$ cat config.mk
export PLATFORM = sky130hd
export DESIGN_NAME = http_request_head_parser
export DESIGN_NICKNAME = d
export VERILOG_FILES = /design/src/rtl/core/hrhp_pkg.sv /design/src/rtl/core/http_request_head_parser.sv
export SDC_FILE = /design/constraint.sdc
export NUM_CORES = 1
export LEC_CHECK = 0
export BUFFER_PORTS_ARGS = -buffer_cell sky130_fd_sc_hd__buf_2
export CAP_MARGIN = 20
export CORE_ASPECT_RATIO = 0.8
export CORE_MARGIN = 4
export CORE_UTILIZATION = 40
export DETAILED_ROUTE_END_ITERATION = 8
export GPL_ROUTABILITY_DRIVEN = 1
export HOLD_SLACK_MARGIN = 0.1
export PLACE_DENSITY_LB_ADDON = 0.12
export SYNTH_ARGS = -nofsm -noshare
export SYNTH_HDL_FRONTEND = slang
export SYNTH_SLANG_ARGS = --single-unit
$ cat constraint.sdc
create_clock -name clk -period 17.2 [get_ports clk]
set_input_delay 1.72 -clock clk [delete_from_list [all_inputs] [get_ports clk]]
set_output_delay 1.72 -clock clk [all_outputs]
set_load 0.01 [all_outputs]
$ cat src/rtl/core/hrhp_pkg.sv
// Package for the HTTP request head parser: parse states, codes, register indices, limits.
// No dependencies.
`default_nettype none
package hrhp_pkg;
	localparam int METHOD_BYTES = 7;
	localparam int LENGTH_BITS  = 16;

	typedef enum logic [4:0] {
		S_METHOD_START, S_METHOD, S_URI_START, S_URI, S_H, S_T1, S_T2, S_P,
		S_SLASH, S_MAJOR_START, S_MAJOR, S_MINOR_START, S_MINOR, S_NL1,
		S_LINE_START, S_LWS, S_NAME, S_SPACE, S_VALUE, S_NL2, S_NL3
	} parse_state_t;

	typedef enum logic [1:0] {ST_MORE = 2'd0, ST_DONE = 2'd1, ST_REJECT = 2'd2} status_t;
	typedef enum logic [1:0] {
		K_NONE = 2'd0, K_URI = 2'd1, K_NAME = 2'd2, K_VALUE = 2'd3
	} kind_t;

	localparam logic [2:0] REG_ALLOW_CONNECT = 3'd0;
	localparam logic [2:0] REG_METHOD_LIMIT  = 3'd1;
	localparam logic [2:0] REG_NAME_LIMIT    = 3'd2;
	localparam logic [2:0] REG_LONG_LIMIT    = 3'd3;
	localparam logic [2:0] REG_COOKIE_LIMIT  = 3'd4;
	localparam logic [2:0] REG_COUNT_LIMIT   = 3'd5;
	localparam logic [2:0] REG_VERSION_LIMIT = 3'd6;

	localparam logic [2:0] M_CONNECT = 3'd7;
	localparam logic [LENGTH_BITS-1:0] LEN_MAX = {LENGTH_BITS{1'b1}};

	function automatic logic is_token(input logic [7:0] c);
		logic r;
		r = (c >= 8'h21) && (c <= 8'h7E);
		case (c)
			"(", ")", "<", ">", "@", ",", ";", ":", "\\", "\"", "/", "[", "]", "?",
			"=", "{", "}": r = 1'b0;
			default: ;
		endcase
		return r;
	endfunction

	function automatic logic [7:0] upper(input logic [7:0] c);
		return (c >= "a" && c <= "z") ? c - 8'd32 : c;
	endfunction

	// Cookie name letter at position p (0..5)
	function automatic logic [7:0] cookie_char(input logic [2:0] p);
		logic [7:0] r;
		case (p)
			3'd0: r = "C";
			3'd1, 3'd2: r = "o";
			3'd3: r = "k";
			3'd4: r = "i";
			3'd5: r = "e";
			default: r = 8'h00;
		endcase
		return r;
	endfunction
endpackage
`default_nettype wire

$ cat src/rtl/core/http_request_head_parser.sv
// HTTP request head parser top level: input register, parse logic, result register.
// Depends on hrhp_pkg.
`default_nettype none
// One byte of the request stream is one beat on the input channel, and each byte
// gives exactly one result beat. The parse step for a byte is combinational
// between the input register and the result register, so one byte per clock
// is sustained while the result is not stalled. While a result beat is stalled,
// one more byte can still enter the input register; after that the input stalls
// until the result is taken. A byte passes through the input register and then
// the result register, where its result beat is valid. Configuration writes
// should only be issued while no bytes are in flight. After a complete or a
// rejected head the parse state returns to method start.
module http_request_head_parser (
	input  wire logic        clk,
	input  wire logic        arst_n,
	input  wire logic        in_valid,
	output      logic        in_stall,
	input  wire logic [7:0]  data_byte,
	output      logic        out_valid,
	input  wire logic        out_stall,
	output      logic [1:0]  status,
	output      logic [1:0]  byte_kind,
	output      logic [7:0]  out_byte,
	output      logic        new_header,
	output      logic [7:0]  header_index,
	output      logic [2:0]  method_code,
	output      logic [15:0] version_major,
	output      logic [15:0] version_minor,
	input  wire logic        cfg_we,
	input  wire logic [2:0]  cfg_index,
	input  wire logic [15:0] cfg_data
);
	import hrhp_pkg::*;

	// config registers
	logic        allow_connect_q;
	logic [4:0]  method_limit_q;
	logic [15:0] name_limit_q, long_limit_q, cookie_limit_q, version_limit_q;
	logic [7:0]  count_limit_q;

	always_ff @(posedge clk or negedge arst_n) begin
		if (!arst_n) begin
			allow_connect_q <= 1'b0;
			method_limit_q  <= 5'd8;
			name_limit_q    <= 16'd256;
			long_limit_q    <= 16'd4096;
			cookie_limit_q  <= 16'd16384;
			count_limit_q   <= 8'd64;
			version_limit_q <= 16'd999;
		end else if (cfg_we) begin
			unique case (cfg_index)
				REG_ALLOW_CONNECT: allow_connect_q <= cfg_data[0];
				REG_METHOD_LIMIT:  method_limit_q  <= cfg_data[4:0];
				REG_NAME_LIMIT:    name_limit_q    <= cfg_data;
				REG_LONG_LIMIT:    long_limit_q    <= cfg_data;
				REG_COOKIE_LIMIT:  cookie_limit_q  <= cfg_data;
				REG_COUNT_LIMIT:   count_limit_q   <= cfg_data[7:0];
				REG_VERSION_LIMIT: version_limit_q <= cfg_data;
				default: ;
			endcase
		end
	end

	// stage 1: input register. Moves when stage 2 can take it.
	logic       v_s1;
	logic [7:0] byte_s1;
	logic       v_s2;
	logic       adv_s2;
	assign adv_s2   = v_s1 && (!v_s2 || !out_stall);
	assign in_stall = v_s1 && !adv_s2;

	always_ff @(posedge clk or negedge arst_n) begin
		if (!arst_n) v_s1 <= 1'b0;
		else if (!in_stall) v_s1 <= in_valid;
	end
	always_ff @(posedge clk) begin
		if (!in_stall && in_valid) byte_s1 <= data_byte;
	end

	// parse state
	parse_state_t st_q, st_d;
	logic [7:0]  mchars_q [METHOD_BYTES];
	logic [7:0]  mchars_d [METHOD_BYTES];
	logic [4:0]  mlen_q, mlen_d;
	logic [2:0]  mfound_q, mfound_d;
	logic [LENGTH_BITS-1:0] flen_q, flen_d;
	logic [7:0]  htot_q, htot_d;
	logic [2:0]  cprog_q, cprog_d;
	logic        cookie_q, cookie_d;
	logic [15:0] major_q, major_d, minor_q, minor_d;

	logic [7:0]  c;
	logic        ok;
	logic [1:0]  stat_c, kind_c;
	logic        nh_c;
	logic [15:0] dig_base;
	logic [LENGTH_BITS-1:0] flen_inc;
	logic        full;
	logic [2:0]  m;
	logic        mhit;
	logic [15:0] vlimit;

	assign c        = byte_s1;
	assign full     = (flen_q == LEN_MAX);
	assign flen_inc = flen_q + 1'b1;
	assign dig_base = (st_q == S_MAJOR) ? major_q : minor_q;
	assign vlimit   = cookie_q ? cookie_limit_q : long_limit_q;

	// method matcher: compare the kept characters against the eight names
	always_comb begin
		logic [7:0] a0, a1, a2, a3, a4, a5, a6;
		a0 = mchars_q[0]; a1 = mchars_q[1]; a2 = mchars_q[2]; a3 = mchars_q[3];
		a4 = mchars_q[4]; a5 = mchars_q[5]; a6 = mchars_q[6];
		mhit = 1'b1;
		m    = 3'd0;
		if (mlen_q == 5'd3 && a0 == "G" && a1 == "E" && a2 == "T") m = 3'd0;
		else if (mlen_q == 5'd4 && a0 == "P" && a1 == "O" && a2 == "S" && a3 == "T")
			m = 3'd1;
		else if (mlen_q == 5'd4 && a0 == "H" && a1 == "E" && a2 == "A" && a3 == "D")
			m = 3'd2;
		else if (mlen_q == 5'd3 && a0 == "P" && a1 == "U" && a2 == "T") m = 3'd3;
		else if (mlen_q == 5'd6 && a0 == "D" && a1 == "E" && a2 == "L" && a3 == "E"
			&& a4 == "T" && a5 == "E") m = 3'd4;
		else if (mlen_q == 5'd5 && a0 == "T" && a1 == "R" && a2 == "A" && a3 == "C"
			&& a4 == "E") m = 3'd5;
		else if (mlen_q == 5'd7 && a0 == "O" && a1 == "P" && a2 == "T" && a3 == "I"
			&& a4 == "O" && a5 == "N" && a6 == "S") m = 3'd6;
		else if (mlen_q == 5'd7 && a0 == "C" && a1 == "O" && a2 == "N" && a3 == "N"
			&& a4 == "E" && a5 == "C" && a6 == "T") m = M_CONNECT;
		else mhit = 1'b0;
	end

	always_comb begin
		logic [19:0] nv;
		logic [5:0]  mnext;
		// next version number: value * 10 + digit, by shift and add
		nv = ({4'd0, dig_base} << 3) + ({4'd0, dig_base} << 1) + {16'd0, c[3:0]};
		mnext = {1'b0, mlen_q} + 6'd1;
		st_d = st_q;
		mchars_d = mchars_q;
		mlen_d = mlen_q; mfound_d = mfound_q; flen_d = flen_q; htot_d = htot_q;
		cprog_d = cprog_q; cookie_d = cookie_q; major_d = major_q; minor_d = minor_q;
		ok = 1'b1; stat_c = ST_MORE; kind_c = K_NONE; nh_c = 1'b0;
		unique case (st_q)
			S_METHOD_START: begin
				if (!is_token(c)) ok = 1'b0;
				else begin
					for (int i = 0; i < METHOD_BYTES; i++) mchars_d[i] = 8'd0;
					mchars_d[0] = upper(c);
					mlen_d = 5'd1;
					st_d = S_METHOD;
				end
			end
			S_METHOD: begin
				if (c == " ") begin
					if (!mhit || (m == M_CONNECT && !allow_connect_q)) ok = 1'b0;
					else begin
						mfound_d = m;
						st_d = S_URI_START;
					end
				end else if (!is_token(c) || mnext > 6'd31 || mnext > {1'b0, method_limit_q})
					ok = 1'b0;
				else begin
					for (int i = 0; i < METHOD_BYTES; i++)
						if (mlen_q == 5'(i)) mchars_d[i] = upper(c);
					mlen_d = mnext[4:0];
				end
			end
			S_URI_START: begin
				if (c < 8'h21 || c > 8'h7E) ok = 1'b0;
				else begin
					flen_d = LENGTH_BITS'(1);
					kind_c = K_URI;
					st_d = S_URI;
				end
			end
			S_URI: begin
				if (c == " ") st_d = S_H;
				else if (c >= 8'h21 && c <= 8'h7E && !full && flen_inc <= long_limit_q) begin
					flen_d = flen_inc;
					kind_c = K_URI;
				end else ok = 1'b0;
			end
			S_H:  if (c == "H") st_d = S_T1; else ok = 1'b0;
			S_T1: if (c == "T") st_d = S_T2; else ok = 1'b0;
			S_T2: if (c == "T") st_d = S_P; else ok = 1'b0;
			S_P:  if (c == "P") st_d = S_SLASH; else ok = 1'b0;
			S_SLASH: begin
				if (c != "/") ok = 1'b0;
				else begin
					major_d = 16'd0; minor_d = 16'd0;
					st_d = S_MAJOR_START;
				end
			end
			S_MAJOR_START: begin
				if (c < "0" || c > "9") ok = 1'b0;
				else begin
					major_d = {12'd0, c[3:0]};
					st_d = S_MAJOR;
				end
			end
			S_MAJOR: begin
				if (c == ".") st_d = S_MINOR_START;
				else if (c < "0" || c > "9" || nv > {4'd0, version_limit_q}) ok = 1'b0;
				else major_d = nv[15:0];
			end
			S_MINOR_START: begin
				if (c < "0" || c > "9") ok = 1'b0;
				else begin
					minor_d = {12'd0, c[3:0]};
					st_d = S_MINOR;
				end
			end
			S_MINOR: begin
				if (c == 8'h0D) st_d = S_NL1;
				else if (c < "0" || c > "9" || nv > {4'd0, version_limit_q}) ok = 1'b0;
				else minor_d = nv[15:0];
			end
			S_NL1: if (c == 8'h0A) st_d = S_LINE_START; else ok = 1'b0;
			S_LINE_START: begin
				if (c == 8'h0D) st_d = S_NL3;
				else if (htot_q != 8'd0 && (c == " " || c == 8'h09)) st_d = S_LWS;
				else if (!is_token(c) || ({1'b0, htot_q} + 9'd1) > {1'b0, count_limit_q})
					ok = 1'b0;
				else begin
					htot_d = htot_q + 8'd1;
					flen_d = LENGTH_BITS'(1);
					cprog_d = (c == "C") ? 3'd1 : 3'd0;
					cookie_d = 1'b0;
					kind_c = K_NAME;
					nh_c = 1'b1;
					st_d = S_NAME;
				end
			end
			S_LWS: begin
				if (c == 8'h0D) st_d = S_NL2;
				else if (c == " " || c == 8'h09) ;
				else if (c < 8'h20 || c == 8'h7F || full) ok = 1'b0;
				else begin
					flen_d = flen_inc;
					kind_c = K_VALUE;
					st_d = S_VALUE;
				end
			end
			S_NAME: begin
				if (c == ":") begin
					cookie_d = (cprog_q == 3'd6) && (flen_q == LENGTH_BITS'(6));
					st_d = S_SPACE;
				end else if (!is_token(c) || full || flen_inc > name_limit_q) ok = 1'b0;
				else begin
					flen_d = flen_inc;
					if (flen_q < LENGTH_BITS'(6) && {{(LENGTH_BITS-3){1'b0}}, cprog_q} == flen_q
						&& c == cookie_char(cprog_q))
						cprog_d = cprog_q + 3'd1;
					kind_c = K_NAME;
				end
			end
			S_SPACE: begin
				if (c != " ") ok = 1'b0;
				else begin
					flen_d = '0;
					st_d = S_VALUE;
				end
			end
			S_VALUE: begin
				if (c == 8'h0D) st_d = S_NL2;
				else if (c < 8'h20 || c == 8'h7F || full || flen_inc > vlimit) ok = 1'b0;
				else begin
					flen_d = flen_inc;
					kind_c = K_VALUE;
				end
			end
			S_NL2: if (c == 8'h0A) st_d = S_LINE_START; else ok = 1'b0;
			S_NL3: if (c == 8'h0A) stat_c = ST_DONE; else ok = 1'b0;
			default: ok = 1'b0;
		endcase
		if (!ok) begin
			stat_c = ST_REJECT; kind_c = K_NONE; nh_c = 1'b0;
		end
	end

	logic clear;
	assign clear = (stat_c != ST_MORE);

	always_ff @(posedge clk or negedge arst_n) begin
		if (!arst_n) begin
			st_q <= S_METHOD_START;
			mlen_q <= '0; mfound_q <= '0; flen_q <= '0; htot_q <= '0;
			cprog_q <= '0; cookie_q <= 1'b0; major_q <= '0; minor_q <= '0;
		end else if (adv_s2) begin
			if (clear) begin
				st_q <= S_METHOD_START;
				mlen_q <= '0; mfound_q <= '0; flen_q <= '0; htot_q <= '0;
				cprog_q <= '0; cookie_q <= 1'b0; major_q <= '0; minor_q <= '0;
			end else begin
				st_q <= st_d;
				mlen_q <= mlen_d; mfound_q <= mfound_d; flen_q <= flen_d; htot_q <= htot_d;
				cprog_q <= cprog_d; cookie_q <= cookie_d; major_q <= major_d;
				minor_q <= minor_d;
			end
		end
	end

	// method characters are always overwritten at method start, no reset needed
	always_ff @(posedge clk) begin
		if (adv_s2) mchars_q <= mchars_d;
	end

	// stage 2: result register
	always_ff @(posedge clk or negedge arst_n) begin
		if (!arst_n) v_s2 <= 1'b0;
		else if (adv_s2) v_s2 <= 1'b1;
		else if (!out_stall) v_s2 <= 1'b0;
	end

	logic [1:0]  stat_s2, kind_s2;
	logic [7:0]  byte_s2, hidx_s2;
	logic        nh_s2;
	logic [2:0]  mcode_s2;
	logic [15:0] maj_s2, min_s2;

	// state fields show the state after this byte, before any return to method start;
	// a rejecting byte leaves them unchanged
	always_ff @(posedge clk) begin
		if (adv_s2) begin
			stat_s2  <= stat_c;
			kind_s2  <= kind_c;
			byte_s2  <= (kind_c != K_NONE) ? c : 8'd0;
			nh_s2    <= nh_c;
			hidx_s2  <= (htot_d == 8'd0) ? 8'd0 : htot_d - 8'd1;
			mcode_s2 <= mfound_d;
			maj_s2   <= major_d;
			min_s2   <= minor_d;
		end
	end

	assign out_valid     = v_s2;
	assign status        = stat_s2;
	assign byte_kind     = kind_s2;
	assign out_byte      = byte_s2;
	assign new_header    = nh_s2;
	assign header_index  = hidx_s2;
	assign method_code   = mcode_s2;
	assign version_major = maj_s2;
	assign version_minor = min_s2;
endmodule
`default_nettype wire

# Word-level counts from Yosys, hierarchy flattened
# Index checks and enable logic that the tools add are counted.
dict set report totals {
  regBits 273
  inputBits 32
  output_inout_bits 58
  wordCells 500
}
dict set report op_classes {
  addsub 9
  magnitude_cmp 17
  eq_ne 151
  mux 173
  bitwise_logic 2
  reduce_logical 114
}
# operator n
set op_table {}
lappend op_table {{16-bit 2-to-1 mux} 27}
lappend op_table {{8-bit by 7-bit equality test with 1-bit output (second input constant)} 42}
lappend op_table {{56-bit 2-to-1 mux} 3}
lappend op_table {{5-bit 2-to-1 mux} 28}
lappend op_table {{8-bit 2-to-1 mux} 16}
lappend op_table {{16-bit case mux with 7 select lines} 1}
lappend op_table {{56-bit case mux with 2 select lines} 1}
lappend op_table {{8-bit by 6-bit equality test with 1-bit output (second input constant)} 13}
lappend op_table {{16-bit case mux with 3 select lines} 2}
lappend op_table {{5-bit case mux with 19 select lines} 1}
lappend op_table {{3-bit inequality test (second input constant)} 31}
lappend op_table {{1-bit 2-to-1 mux} 57}
lappend op_table {{3-bit 2-to-1 mux} 19}
lappend op_table {{1-bit logical AND} 51}
lappend op_table {{6-bit AND reduction} 8}
lappend op_table {{5-bit by 3-bit equality test with 1-bit output (second input constant)} 8}
lappend op_table {{5-bit by 4-bit equality test with 1-bit output (second input constant)} 8}
lappend op_table {{7-bit case mux with 5 select lines} 1}
lappend op_table {{16-bit > comparator} 2}
lappend op_table {{5-bit equality test (second input constant)} 5}
lappend op_table {{8-bit by 4-bit equality test with 1-bit output (second input constant)} 3}
lappend op_table {{8-bit by 6-bit less-than comparator with 1-bit output (second input constant)} 3}
lappend op_table {{2-bit 2-to-1 mux} 12}
lappend op_table {{23-bit AND reduction} 1}
lappend op_table {{other kinds (59)} 123}

# Logic depth before layout (Yosys ltp)
# Gate-level depths: netlist of run 1.
dict set report depth {
  ltp_word 26
  mapped_depth 32
  ltp_nobuf 25
}

# Worst setup path after synthesis of run 1
# OpenSTA, ideal clock, no wires.
dict set report synth_path {
  kind {register to register}
  startpoint {register st_q[4]}
  endpoint {register min_s2[8], in the netlist version_minor[8], data pin}
  setup_time_ns 0.261
  arrival_ns 5.774
  t_required_ns 16.939
  setup_slack_ns 11.165
  path_stages_with_launch 30
  n_path_buf 6
  period_less_slack_ns 6.035
  cell_sequence {dfrtp_1 -> buf_6 -> or2_1 -> buf_2 -> nor3_1 -> clkbuf_1 -> nand2_1 -> nand2_1 -> ha_1 -> ha_1 -> clkbuf_1 -> a2111oi_0 -> o21ai_1 -> nand2_1 -> nor2_1 -> o21ai_0 -> nand2b_1 -> a21oi_1 -> xnor2_1 -> ha_1 -> a21oi_1 -> o21ai_0 -> a2111oi_0 -> a31oi_1 -> a211oi_2 -> o2111ai_2 -> buf_4 -> a211o_1 -> buf_2 -> a22o_1}
}
dict set report synth_between {
  elab_chain_len 9
  elab_cells_between_ends 12
}
# element line_no
set synth_lines {}
lappend synth_lines {{from (decl)} http_request_head_parser.sv:81} ;# parse_state_t st_q, st_d;
lappend synth_lines {{from (signal assigned)} http_request_head_parser.sv:296} ;# st_q <= st_d;
lappend synth_lines {{5-bit by 4-bit equality test with 1-bit output} http_request_head_parser.sv:106} ;# assign dig_base = (st_q == S_MAJOR) ? major_q : minor_q;
lappend synth_lines {{16-bit 2-to-1 mux} http_request_head_parser.sv:106}
lappend synth_lines {{19-bit by 17-bit adder with 20-bit output} http_request_head_parser.sv:137} ;# nv = ({4'd0, dig_base} << 3) + ({4'd0, dig_base} << 1) + {16'd0, c[3:0]};
lappend synth_lines {{20-bit by 4-bit adder with 20-bit output} http_request_head_parser.sv:137}
lappend synth_lines {{20-bit by 16-bit > comparator with 1-bit output} http_request_head_parser.sv:216} ;# else if (c < "0" || c > "9" || nv > {4'd0, version_limit_q}) ok = 1'b0;
lappend synth_lines {{1-bit logical OR} http_request_head_parser.sv:216}
lappend synth_lines {{16-bit 2-to-1 mux} http_request_head_parser.sv:216}
lappend synth_lines {{16-bit 2-to-1 mux} http_request_head_parser.sv:215} ;# if (c == 8'h0D) st_d = S_NL1;
lappend synth_lines {{16-bit case mux with 3 select lines (*)} http_request_head_parser.sv:144} ;# unique case (st_q)
lappend synth_lines {{named net minor_d[8]} http_request_head_parser.sv:90} ;# logic [15:0] major_q, major_d, minor_q, minor_d;
lappend synth_lines {{to (signal assigned)} http_request_head_parser.sv:333} ;# min_s2 <= minor_d;
lappend synth_lines {{to (decl)} http_request_head_parser.sv:320} ;# logic [15:0] maj_s2, min_s2;
# Mark *: on every way through the listed nets, which the timed path passes. The rest lies on a longest branch.
# A chain may end at the register's enable or synchronous reset.

# Worst setup path in the final report of run 1
dict set report layout_path {
  startpoint {register st_q[1]}
  endpoint {register flen_q[10]}
}
dict set report layout_between {
  elab_chain_len 13
  elab_cells_between_ends 54
}
# element line_no
set layout_lines {}
lappend layout_lines {{5-bit by 4-bit equality test with 1-bit output} {http_request_head_parser.sv:106, http_request_head_parser.sv:144}}
lappend layout_lines {{16-bit 2-to-1 mux} http_request_head_parser.sv:106}
lappend layout_lines {{19-bit by 17-bit adder with 20-bit output} http_request_head_parser.sv:137}
lappend layout_lines {{20-bit by 4-bit adder with 20-bit output} http_request_head_parser.sv:137}
lappend layout_lines {{20-bit by 16-bit > comparator with 1-bit output} {http_request_head_parser.sv:204, http_request_head_parser.sv:216}}
lappend layout_lines {{1-bit logical OR} {http_request_head_parser.sv:204, http_request_head_parser.sv:216}}
lappend layout_lines {{1-bit 2-to-1 mux} {http_request_head_parser.sv:204, http_request_head_parser.sv:216}}
lappend layout_lines {{1-bit 2-to-1 mux, on equally long branches} {http_request_head_parser.sv:215, http_request_head_parser.sv:203}}
lappend layout_lines {{1-bit case mux with 17 select lines} http_request_head_parser.sv:144}
lappend layout_lines {{2-bit 2-to-1 mux} http_request_head_parser.sv:277} ;# if (!ok) begin
lappend layout_lines {{2-bit nonzero test} http_request_head_parser.sv:283} ;# assign clear = (stat_c != ST_MORE);
lappend layout_lines {{8-bit nonzero test (no line) / 3-bit inequality test (equally long branches)} --}
lappend layout_lines {{16-bit AND reduction (no line)} --}
lappend layout_lines {{to (signal assigned)} http_request_head_parser.sv:297} ;# mlen_q <= mlen_d; mfound_q <= mfound_d; flen_q <= flen_d; htot_q <= htot_d;
lappend layout_lines {{to (decl)} http_request_head_parser.sv:86} ;# logic [LENGTH_BITS-1:0] flen_q, flen_d;
# Several ways; a longest one is shown, not always the timed one.

==> results of run 1 <==
cells in the mapped netlist (9+ instances only):
cell	instances	share of area, %
nand4_1	37	1.4
and3_1	13	0.49
buf_2	15	0.45
nor4bb_1	12	0.72
clkbuf_1	52	1.2
nand2b_1	10	0.37
o31ai_1	9	0.40
ha_1	124	9.3
nand2_1	212	4.8
a21oi_1	68	2.0
a211oi_1	11	0.49
nor2_1	88	2.0
o21ai_0	68	2.0
nor3b_1	10	0.45
or3_1	11	0.41
a32o_1	14	0.84
or4_1	9	0.40
and2_1	17	0.64
a31oi_1	10	0.37
o211ai_1	10	0.45
nand3_1	78	2.3
dfstp_2	13	2.0
nor3_1	24	0.72
inv_1	93	2.1
a21o_1	22	0.99
nor2b_1	18	0.67
xnor2_1	37	1.9
a22o_1	31	1.6
a221oi_1	11	0.58
mux2_2	66	4.4
xor2_1	17	0.89
buf_1	9	0.20
mux2i_1	22	1.3
edfxtp_1	120	22
nor4_1	22	0.82
dfrtp_1	140	21
power groups by stage:
stage / clock [uW] / combinational, uW / sequential, uW
after CTS: 706 / 399 / 822
after global routing: 736 / 447 / 831
after detailed placement: 0 / 398 / 834
after floorplan: 0 / 279 / 820
final: 687 / 399 / 822
after global placement: 0 / 393 / 833
critical path: cells and delay by family (launching register included):
kind                     cells  cell delay, ns
flip-flops                   1            0.32
AO/OA/AOI/OAI               12            2.84
XOR/XNOR                     1            0.21
AND/OR/NAND/NOR              8            2.33
adder cells (fa/ha/maj)      3            1.16
buffers and inverters        3            1.24
through the flow:
step / setup WS [ns] / total power [uW]
2_1_floorplan: 11.17 / 1099
3_3_place_gp: 9.241 / 1226
3_5_place_dp: 9.044 / 1232
4_1_cts: 9.001 / 1928
5_1_grt: 8.307 / 2014
6_report: 8.970 / 1908
routing by layer:
layer	up-vias	track usage, %	share of wire (%)
met4	0	5.365	2.4
met1	6459	31.23	49
met3	74	2.784	4.8
met2	373	32.53	44
met5	-	0	0
li1	6293	-	-
final timing paths:
path                                         end  cells past startpoint        start
worst min register to register       mfound_q[1]                      2  mfound_q[1]
worst min-delay path                 mfound_q[1]                      2  mfound_q[1]
min in group asynchronous       name_limit_q[11]                      1       arst_n
max in group asynchronous            mfound_q[1]                      2       arst_n
worst max-delay path                  flen_q[10]                     27      st_q[1]
worst max register to register        flen_q[10]                     27      st_q[1]
final cells by class:
cell class | count | area share [%]
Sequential cell | 273 | 39.79
Multi-Input combinational cell | 1217 | 45.87
Clock inverter | 18 | 1.270
Tap cell | 544 | 3.636
Clock buffer | 38 | 4.338
Inverter | 94 | 1.898
Timing Repair Buffer | 108 | 3.201
kinds of logic after synthesis:
logic type	after synthesis
and+or+nand+nor	613
AOI/OAI and AO/OA	336
DFF	273
buffers and inverters	177
adders and majority gates	126
muxes	88
xor gates and xnor gates	54
==> results.md, run 1 <==
- The root buffer cell is clkbuf_16.
- Setup slack on the worst reg-to-reg path comes out at 8.97 ns.
- The flow ran to the end, and the final reports show no timing, DRC or antenna violations.
- The part of the total power dissipated in combinational logic is 20.9%.
- The proportion of synthesized area in mux cells is 5.758%.
- The count of non-filler cells in the finished layout is 2292.
- The pre-antenna-repair detailed-routing pass consisted of 6 iterations.
- In this run, post-CTS repair resized a total of 0 instances.
- The sequential cell area fraction in the yosys report is 44.52%.
- With fillers left out, the area of the finished cells amounts to 18720 sq um.
- The placed instances occupy a cell area of 17650 sq um.
- The cell with the largest stage delay on the worst path is or3_1.
- Of all nets on the critical path, the largest fanout is 52.
- The fraction of layout cells with a size suffix above 1 is 15.33%.
- The flip-flop count of the largest register after layout is 56.
- The internal power contribution is 1335 uW.
- The netlist area before placement is 16730 sq um.
- The detail route stage leaves a number of antenna-violating nets equal to 0.
- The synthesized flop and latch total is 273.
- The congestion estimate from routability-driven global placement came to 0.9424.
- Entering global routing, the biggest net connects 96 pins.
- The total of max-cap violations is 0.
- The number of sinks handled by clock tree synthesis is 273.
- The leakage power is 0.008188 uW.
- Synthesis handed over a netlist of 1667 instances.
- During synthesis, Yosys emitted a total of 0 warnings.
- The minimum hold slack is 0.4670 ns.
- Across every metal layer, demand over resource in global routing totals 21.00%.
- The critical path is of the flip-flop to flip-flop type.
- The part of the power in the clock network is 36.0%.
- On the final layout, the worst clock skew is 0.01487 ns.
- Setup violations remaining at the end of the flow were counted as 0.
- The relative slew slack is 22.58%.
- The sequential power share is 43.1%.
- Leaving out fill and tap cells, the most frequent cell in the layout is nand2_1.
- The sequential cells in the finished layout cover a total of 7448 sq um.
- The setup TNS is 0 ns.
- The initial standard-cell utilization of the core is 40.85%.
- Once detailed placement completed, the half-perimeter wirelength came to 35050 microns.
- The via-per-instance ratio is 5.759.
- The most instantiated flip-flop cell in the synthesis netlist is dfrtp_1.
- The number of inserted filler cells in the final layout is 3912.
- The width of the chip is 236.7 microns.
- The clock-pin slew on the worst setup and hold paths is 0.06 ns.
- The cell total after placement is 2234.
- For this design the total switching power over the nets is 572.7 uW.
- The post-synthesis share of cell area spent on xor and xnor gates is 2.827%.
- STA classifies the critical path startpoint as a flip-flop.
- Setup repair after global routing left no endpoint under its margin.
- In this run the number of H-tree levels came out at 1.
- The most numerous cell type found on the critical path is nand2_1.
- The number of flops mapped to enable cells by yosys is 120.
- At the worst endpoint, the required time is 17.71 ns.
- The largest register by flop count is mchars_q.
- The first-iteration detailed-routing DRC count is 1019.
- For the worst setup path, the data arrival time is 8.74 ns.
- Summing all multi-input logic gate instances after layout gives 8587 sq um.
- The post-synthesis adder-cell area fraction is 9.512%.
- In the routed design, unresolved DRC markers number 0.
- The post-synthesis simple-gate area fraction is 18.95%.
- After detailed routing, the average wire length per cell comes to 21.03 microns.
- Of all flip-flops after synthesis, the portion carrying an async set or reset was 56.04%.
- The first-pass GRT wire length is 76120 microns.
- The number of distinct library cells after synthesis is 88.
- The synthesized netlist devotes 14.13% of its cell area to compound gates.
- The die area is 45190 sq um.
- The largest buffer count on any clock path is 3.
- In this run the count of I/O pins placed on the die edge is 90.
- The core region is 40960 sq um.
- The final layout contains routed wiring with a total length of 48200 microns.
- The stage delay of the slowest cell on the critical path is 0.78 ns.
- Clock latency on the worst-skew pair, taken at its later pin, is 0.57 ns.
- The total overflow left after global routing is 0.
- The fraction of the cycle the final worst path needs is 47.85%.
- The min-delay analysis places its worst path in the category flip-flop to flip-flop.
- The number of vias in the routed layout is 13200.
- The number of diodes is 0.
- The post-CTS setup buffer count is 0.
- The initialized floorplan defines 66 standard-cell rows.
- The worst setup path is captured at a flip-flop.
- The net count of the mapped netlist is 1825.
- After synthesis, the mean cell area works out to 10.04 sq um.
- The switching portion of total power is 30.02%.
- The die height is 190.9 microns.
- Clock tree synthesis inserted a total of 30 buffers.
- Timing would allow up to 0.1215 GHz.
- The worst-margin pin slew is 1.159 ns.
- The number of global-route vias before repair is 12970.
- Hold repair after CTS inserted 0 buffers.
- The port buffer count is 89.
- For this design the ratio of total power to cell area is 101.9 nW/um^2.
- The clock period could shrink to 8.230 ns.
- The worst-case IR drop observed on VDD is 72.34 uV.
- The CTS tree is built.
- The final max-slew violation count is 0.
- For this run, the post-layout net count is 1882.
- The initial antenna violation count came to 0.
- The core utilization of the finished layout is 45.71%.
- The area growth from synthesis to layout is 11.88%.
- The largest family of logic cells by synthesized area is simple AND/OR/NAND/NOR gates.
- The number of hold violations in the final report is 0.
- The top cell types in the final layout, fill and taps aside, are nand2_1 (211), dfrtp_1 (140), ha_1 (124).
Power figures use the tool's default switching activity.
==> run 2: changes to the inputs <==
- clock period: 17.2 -> 7.3 ns (I/O delays scaled with it)
==> run 2 against run 1 <==
  * Cell count is 0.61% higher
  * Die area stayed put
  * Sequential cell count stayed put
  * Critical path type unchanged
  * Largest cell class unchanged
  * Hold slack worse by 0.24 ns
==> results.md, run 2 (synthesis results as in run 1) <==
- The leakage power is 0.008207 uW (+0.23%).
- The sequential power share is 43.8% (+0.7 points).
- The global router's overall resource usage is 21.59% (+0.59 points).
- The final net count came to 1895 (+0.69%).
- The highest attainable clock frequency is 0.1503 GHz (+24%).
- The first-iteration detailed-routing DRC count came to 1130 (+11%).
- The met3 usage is 3.534% (+0.75 points).
- The placed wire-length estimate after detailed placement is 35590 microns (+1.5%).
- The number of hold violations in the final report is 0 (unchanged).
- The final critical path time including I/O delays and setup is 6.655 ns (-1.575 ns).
- The number of global-route vias before repair is 13030 (+0.41%).
- The number of inserted filler cells in the final layout is 3952 (+1.0%).
- The pin count of the biggest net entering global routing is 89 (-7.3%).
- The stage delay of the slowest cell on the critical path is 0.57 ns (-0.21 ns).
- The run finished with clean final reports.
- The quantity of hold-fixing buffers added after cts was 0 (unchanged).
- The count of nets left with antenna violations after detail routing is 0 (unchanged).
- The global routing usage on met1 is 31.90% (+0.67 points).
- The count of pins on the block boundary is 90 (unchanged).
- The die area is 45190 sq um (unchanged).
- The largest fanout on the critical path came to 16 (-69%).
- The nature of the critical path startpoint is a flip-flop.
- The average wire per standard cell came to 21.41 microns (+1.8%).
- The iteration count of the initial detailed-routing pass was 7 (+1).
- The root buffer cell is clkbuf_16.
- The port buffer count is 89 (unchanged).
- The switching portion of total power is 31.17% (+1.1 points).
- The required time of the critical path is 7.62 ns (-10.09 ns).
- The net switching component of the power is 1372 uW (+140%).
- The kind of end point of the critical path is a flip-flop.
- The clock-pin slew on the worst setup and hold paths is 0.06 ns (about the same).
- Relative to the synthesized area, the layout overhead comes to 12.01%.
- The classification of the worst-slack hold path is input pin to async pin.
- The initial antenna violation count was 2 (+2).
- The width of the chip is 236.7 microns (unchanged).
- The number of vias in the routed layout was 13340 (+1.1%).
- TritonCTS built the clock tree.
- The fraction of layout cells with a size suffix above 1 is 15.84% (+0.51 points).
- The total grt overflow is 0 (unchanged).
- The cell that appears most often on the critical path is nand2_1.
- The worst-margin pin slew is 1.056 ns (-0.1025 ns).
- The final-report setup violation count is 0 (unchanged).
- The count of non-filler cells in the finished layout is 2306 (+0.61%).
- The relative slew slack was 29.57% (+7.0 points).
- The core utilization of the finished layout came to 45.76% (+0.052 points).
- The flip-flop count of the largest register after layout was 56 (unchanged).
- The post-CTS setup buffer count was 0 (unchanged).
- The later-pin clock latency in the skew report is 0.58 ns (about the same).
- The via-per-instance ratio is 5.787 (+0.48%).
- The met2 capacity usage during global routing is 33.42% (+0.89 points).
- The number of sinks handled by clock tree synthesis was 273 (unchanged).
- The setup skew after layout is 0.02065 ns (+0.005780 ns).
- The layer flagged by global routing as most heavily used is met2.
- The final routed DRC violation total came to 0 (unchanged).
- The total of max-cap violations was 0 (unchanged).
- The total clock buffers created by CTS came to 30 (unchanged).
- The top cell types in the final layout, fill and taps aside, are nand2_1 (211), dfrtp_1 (140), ha_1 (124).
- The weighted congestion reported at the end of routability-driven placement came to 0.9528 (+1.1%).
- The die height is 190.9 microns (unchanged).
- The initial standard-cell utilization of the core was 40.85% (unchanged).
- The area of the core region came to 40960 sq um (unchanged).
- The cell total after placement is 2247 (+0.58%).
- The worst vdd rail ir drop was 144.8 uV (+100%).
- The power density normalized to cell area is 234.9 nW/um^2 (+130%).
- The first-pass GRT wire length is 77500 microns (+1.8%).
- The most frequent standard cell in the layout excluding fill and tap cells is nand2_1.
- The part of the power in the clock network came to 33.8% (-2.2 points).
- The setup slack of the worst register-to-register path is 0.65 ns (-8.32 ns).
- The routed wire length was 49380 microns (+2.4%).
- The worst path arrival time is 6.97 ns (-1.77 ns).
- The fraction of the cycle the final worst path needs is 91.16% (+43 points).
- The standard-cell row count is 66 (unchanged).
- The largest buffer count on any clock path is 3 (unchanged).
- The critical path in this run is classified as flip-flop to flip-flop.
- The final max-slew violation count was 0 (unchanged).
- The part of the total power dissipated in combinational logic came to 22.5% (+1.6 points).
- For this design, the slowest cell found on the critical path is a211o_4.
- The largest register by flop count is mchars_q.
- The internal power contribution came to 3030 uW (+130%).
- The post-cts repair resize count came to 0 (unchanged).
- The deepest level of the CTS H-tree was 1 (unchanged).
-- run 2: stage by stage --
stage / total power (uW) / setup slack [ns] / hold WS (ns) / instance area [sq um] / TNS [ns]
4_1_cts: 4455 / 0.2027 / 0.2518 / 18700 / 0
6_report: 4402 / 0.6451 / 0.2243 / 18740 / 0
2_1_floorplan: 2590 / 1.265 / 0.4206 / 16730 / 0
3_5_place_dp: 2938 / 0.3027 / 0.4518 / 17750 / 0
5_1_grt: 4653 / -0.01408 / 0.2721 / 18740 / -0.01408
3_3_place_gp: 2923 / 0.3726 / 0.4434 / 17750 / 0
-- run 2: per-layer routing --
metal | share of wire (%) | up-vias
li1 | - | 6308
met5 | 0 | -
met4 | 2.4 | 0
met3 | 5.5 | 68
met2 | 44 | 375
met1 | 48 | 6593
-- run 2: worst max-delay path: cells and delay by family (launching register included) --
family / cells / cell delay, ns
xor gates and xnor gates: 1 / 0.22
adders and majority gates: 3 / 1.13
and+or+nand+nor: 7 / 0.90
buffers and inverters: 3 / 0.55
AOI/OAI and AO/OA: 12 / 3.23
DFF: 1 / 0.37
-- run 2: final timing paths --
| path | to | startpoint | depth (start not counted) |
|---|---|---|---|
| max | version_major[1] | st_q[4] | 26 |
| min | cookie_limit_q[9] | arst_n | 1 |
| max reg2reg | version_major[1] | st_q[4] | 26 |
| min reg2reg | mfound_q[1] | mfound_q[1] | 2 |
| max in group asynchronous | mfound_q[1] | arst_n | 2 |
| min in group clk | byte_s1[3] | data_byte[3] | 1 |
-- run 2: area by class of cell --
cell class / count / area [sq um] / area share, %
Antenna cell: 1 / 2.502 / 0.01335
Tap cell: 544 / 680.7 / 3.632
Inverter: 94 / 355.3 / 1.896
Multi-Input combinational cell: 1217 / 8603 / 45.90
Clock buffer: 44 / 834.6 / 4.453
Clock inverter: 12 / 113.9 / 0.6075
Sequential cell: 273 / 7448 / 39.74
Timing Repair Buffer: 121 / 703.2 / 3.752
-- run 2: power by group through the flow --
stage	logic [uW]	registers, uW	clock network, uW
floorplan	658	1930	0
global placement	970	1950	0
detailed placement	982	1960	0
CTS	988	1930	1540
global route	1100	1950	1600
finish	989	1930	1490
==> run 3: changes to the inputs <==
- CTS_BUF_LIST: unset -> sky130_fd_sc_hd__clkbuf_8
==> run 3 against run 2 <==
  * Critical path depth down 2
  * Cell area about the same
  * Sequential power hardly changed
  * Die area did not move
  * Setup slack worse by 0.042 ns
  * Global-route usage grew 0.075 points
  * Non-clock buffer count is the same
  * Hold slack got worse by 0.025 ns
  * Core utilization is essentially flat
  * Via count up 1.0%
  * Wire length grew 0.60%
==> results.md, run 3 (synthesis results as in run 1) <==
- The flow ran to the end, and the final reports show no timing, DRC or antenna violations.
- The total of max-cap violations was 0 (unchanged).
- The total clock buffers created by CTS was 47 (+57%).
- The required time of the critical path is 7.63 ns (about the same).
- The initial standard-cell utilization of the core was 40.85% (unchanged).
- The final-report setup violation count is 0 (unchanged).
- The final net count came to 1912 (+0.90%).
- The global router's overall resource usage came to 21.67% (+0.075 points).
- The min-delay analysis places its worst path in the category input pin to async pin.
- The iteration count of the initial detailed-routing pass is 5 (-2).
- The quantity of hold-fixing buffers added after cts came to 0 (unchanged).
- The later-pin clock latency in the skew report is 0.60 ns (+0.02 ns).
- The number of buffers and inverters on the critical path is 3 (unchanged).
- The routed wire length is 49670 microns (+0.60%).
- The library cells used most frequently in the layout, excluding fill and tap cells, are nand2_1 (211), dfrtp_1 (140), ha_1 (124).
- The sequential power share is 44.5% (+0.7 points).
- The part of the power in the clock network came to 32.8% (-1.0 points).
- The most frequent standard cell in the layout excluding fill and tap cells is nand2_1.
- The highest attainable clock frequency is 0.1493 GHz (-0.62%).
- The clock-pin slew on the worst setup and hold paths is 0.06 ns (about the same).
- The count of non-filler cells in the finished layout is 2337 (+1.3%).
- The final routed DRC violation total was 0 (unchanged).
- The die area came to 45190 sq um (unchanged).
- The number of sinks handled by clock tree synthesis was 273 (unchanged).
- The relative slew slack is 26.33% (-3.2 points).
- The initial antenna violation count was 2 (unchanged).
- The post-CTS setup buffer count is 0 (unchanged).
- The net switching component of the power is 1407 uW (+2.6%).
- The post-cts repair resize count is 0 (unchanged).
- The number of vias in the routed layout is 13480 (+1.0%).
- The worst setup path category is flip-flop to flip-flop.
- The final max-slew violation count is 0 (unchanged).
- The fraction of the cycle the final worst path needs is 91.74% (+0.57 points).
- The leakage power was 0.008266 uW (+0.72%).
- Among all stages on the critical path, the largest delay is contributed by a211o_4.
- The internal power contribution came to 2928 uW (-3.4%).
- The weighted congestion reported at the end of routability-driven placement is 0.9528 (unchanged).
- The power density normalized to cell area is 231.3 nW/um^2 (-1.5%).
- The stage delay of the slowest cell on the critical path was 0.57 ns (about the same).
- The number of hold violations in the final report is 0 (unchanged).
- The deepest level of the CTS H-tree is 2 (+1).
- The worst reg-to-reg path cell count was 24 (-7.7%).
- The number of global-route vias before repair is 13220 (+1.5%).
- The worst path arrival time is 7.02 ns (+0.05 ns).
- The count of nets left with antenna violations after detail routing is 0 (unchanged).
- The first-iteration detailed-routing DRC count is 1171 (+3.6%).
- The minimum hold slack is 0.1992 ns (-0.02506 ns).
- The largest register by flop count is mchars_q.
- The most numerous cell type found on the critical path is nand2_1.
- The width of the chip is 236.7 microns (unchanged).
- The largest buffer count on any clock path is 3 (unchanged).
- The setup TNS is 0 ns (unchanged).
- The standard-cell row count came to 66 (unchanged).
- The worst setup path is launched from a flip-flop.
- The worst setup margin is 0.6032 ns (-0.04184 ns).
- The setup skew after layout is 0.02943 ns (+0.008777 ns).
- The signed area change from the synthesized netlist to the final layout is 12.00% (about the same).
- The worst vdd rail ir drop is 131.5 uV (-9.2%).
- The cell sitting at the root of the clock tree is a clkbuf_8.
- The total grt overflow is 0 (unchanged).
- The cell total after placement is 2247 (unchanged).
- Traced cell by cell, the critical path runs through or2_1 -> buf_4 -> nor3_2 -> buf_4 -> nand2_1 -> nand2_1 -> fa_1 -> fa_1 -> a211oi_1 -> o21ai_0 -> nor2_1 -> nor2_1 -> a21oi_1 -> xnor2_1 -> ha_1 -> nand2_1 -> o21ai_0 -> a2111oi_1 -> a31oi_1 -> a211oi_2 -> o2111ai_2 -> a211o_4 -> a222oi_1 -> inv_1.
- The worst setup slack before clock tree synthesis is 0.3027 ns (unchanged).
- The count of pins on the block boundary was 90 (unchanged).
- The worst-margin pin slew is 1.105 ns (+0.04870 ns).
- The average wire per standard cell was 21.26 microns (-0.73%).
- The largest fanout on the critical path is 16 (unchanged).
- The kind of end point of the critical path is a flip-flop.
- Among cell families on the critical path, the largest total delay comes from compound AO/OA/AOI/OAI gates.
- The first-pass GRT wire length came to 77660 microns (+0.21%).
- The flip-flop count of the largest register after layout was 56 (unchanged).
- The via-per-instance ratio came to 5.769 (-0.30%).
- The cell count along the critical path came to 24 (-7.7%).
- The pin count of the biggest net entering global routing is 89 (unchanged).
- The area of the core region was 40960 sq um (unchanged).
- The fraction of layout cells with a size suffix above 1 is 17.02% (+1.2 points).
- The CTS tree is built.
- The switching portion of total power is 32.46% (+1.3 points).
- The post-layout total power was 4335 uW (-1.5%).
- The port buffer count is 89 (unchanged).
- The final critical path time including I/O delays and setup was 6.697 ns (+0.04184 ns).
- The placed wire-length estimate after detailed placement is 35590 microns (unchanged).
- The die height came to 190.9 microns (unchanged).
- The part of the total power dissipated in combinational logic is 22.7% (+0.2 points).
==> run 3: per-stage QoR <==
stage | utilization, % | instance area (sq um)
floorplan | - | 16730
global placement | 43.33 | 17750
detailed placement | 43.33 | 17750
CTS | 45.65 | 18700
global route | 45.75 | 18740
finish | 45.75 | 18740
==> run 3: layer usage <==
layer	up-vias	share of wire [%]	routed length (microns)	global-route usage, %
li1	6359	-	-	-
met4	0	2.2	1083	5.185
met3	74	6.5	3216	4.096
met2	448	44	21810	33.30
met1	6602	47	23560	31.81
met5	-	0	0	0
==> run 3: worst paths after layout <==
path | from | endpoint | slack [ns]
setup / recovery | st_q[4] | version_major[1] | 0.60
min in group clk | data_byte[4] | byte_s1[4] | 0.32
setup reg to reg | st_q[4] | version_major[1] | 0.60
max in group asynchronous | arst_n | mfound_q[1] | 5.68
hold reg to reg | mfound_q[2] | mfound_q[2] | 0.46
hold / removal | arst_n | cookie_limit_q[9] | 0.20
==> run 3: cell type report <==
type                            instances  area (sq um)
Antenna cell                            1         2.502
Clock buffer                           55         757.0
Clock inverter                         32         193.9
Fill cell                            3968         22220
Inverter                               94         355.3
Multi-Input combinational cell       1217          8603
Sequential cell                       273          7448
Tap cell                              544         680.7
Timing Repair Buffer                  121         699.4
==> run 3: power by group through the flow <==
stage          combinational, uW  clock (uW)  sequential, uW
3_3_place_gp                 970           0            1950
5_1_grt                     1100        1540            1950
6_report                     986        1420            1930
3_5_place_dp                 982           0            1960
4_1_cts                      988        1470            1930
2_1_floorplan                658           0            1930
==> run 3: worst register-to-register path: cells and delay by family, from the launching register on <==
| kind | cells | cell delay (ns) |
|---|---|---|
| buffers and inverters | 3 | 0.53 |
| AOI/OAI and AO/OA | 10 | 3.05 |
| xor gates and xnor gates | 1 | 0.21 |
| adders and majority gates | 3 | 1.29 |
| DFF | 1 | 0.37 |
| and+or+nand+nor | 7 | 0.99 |
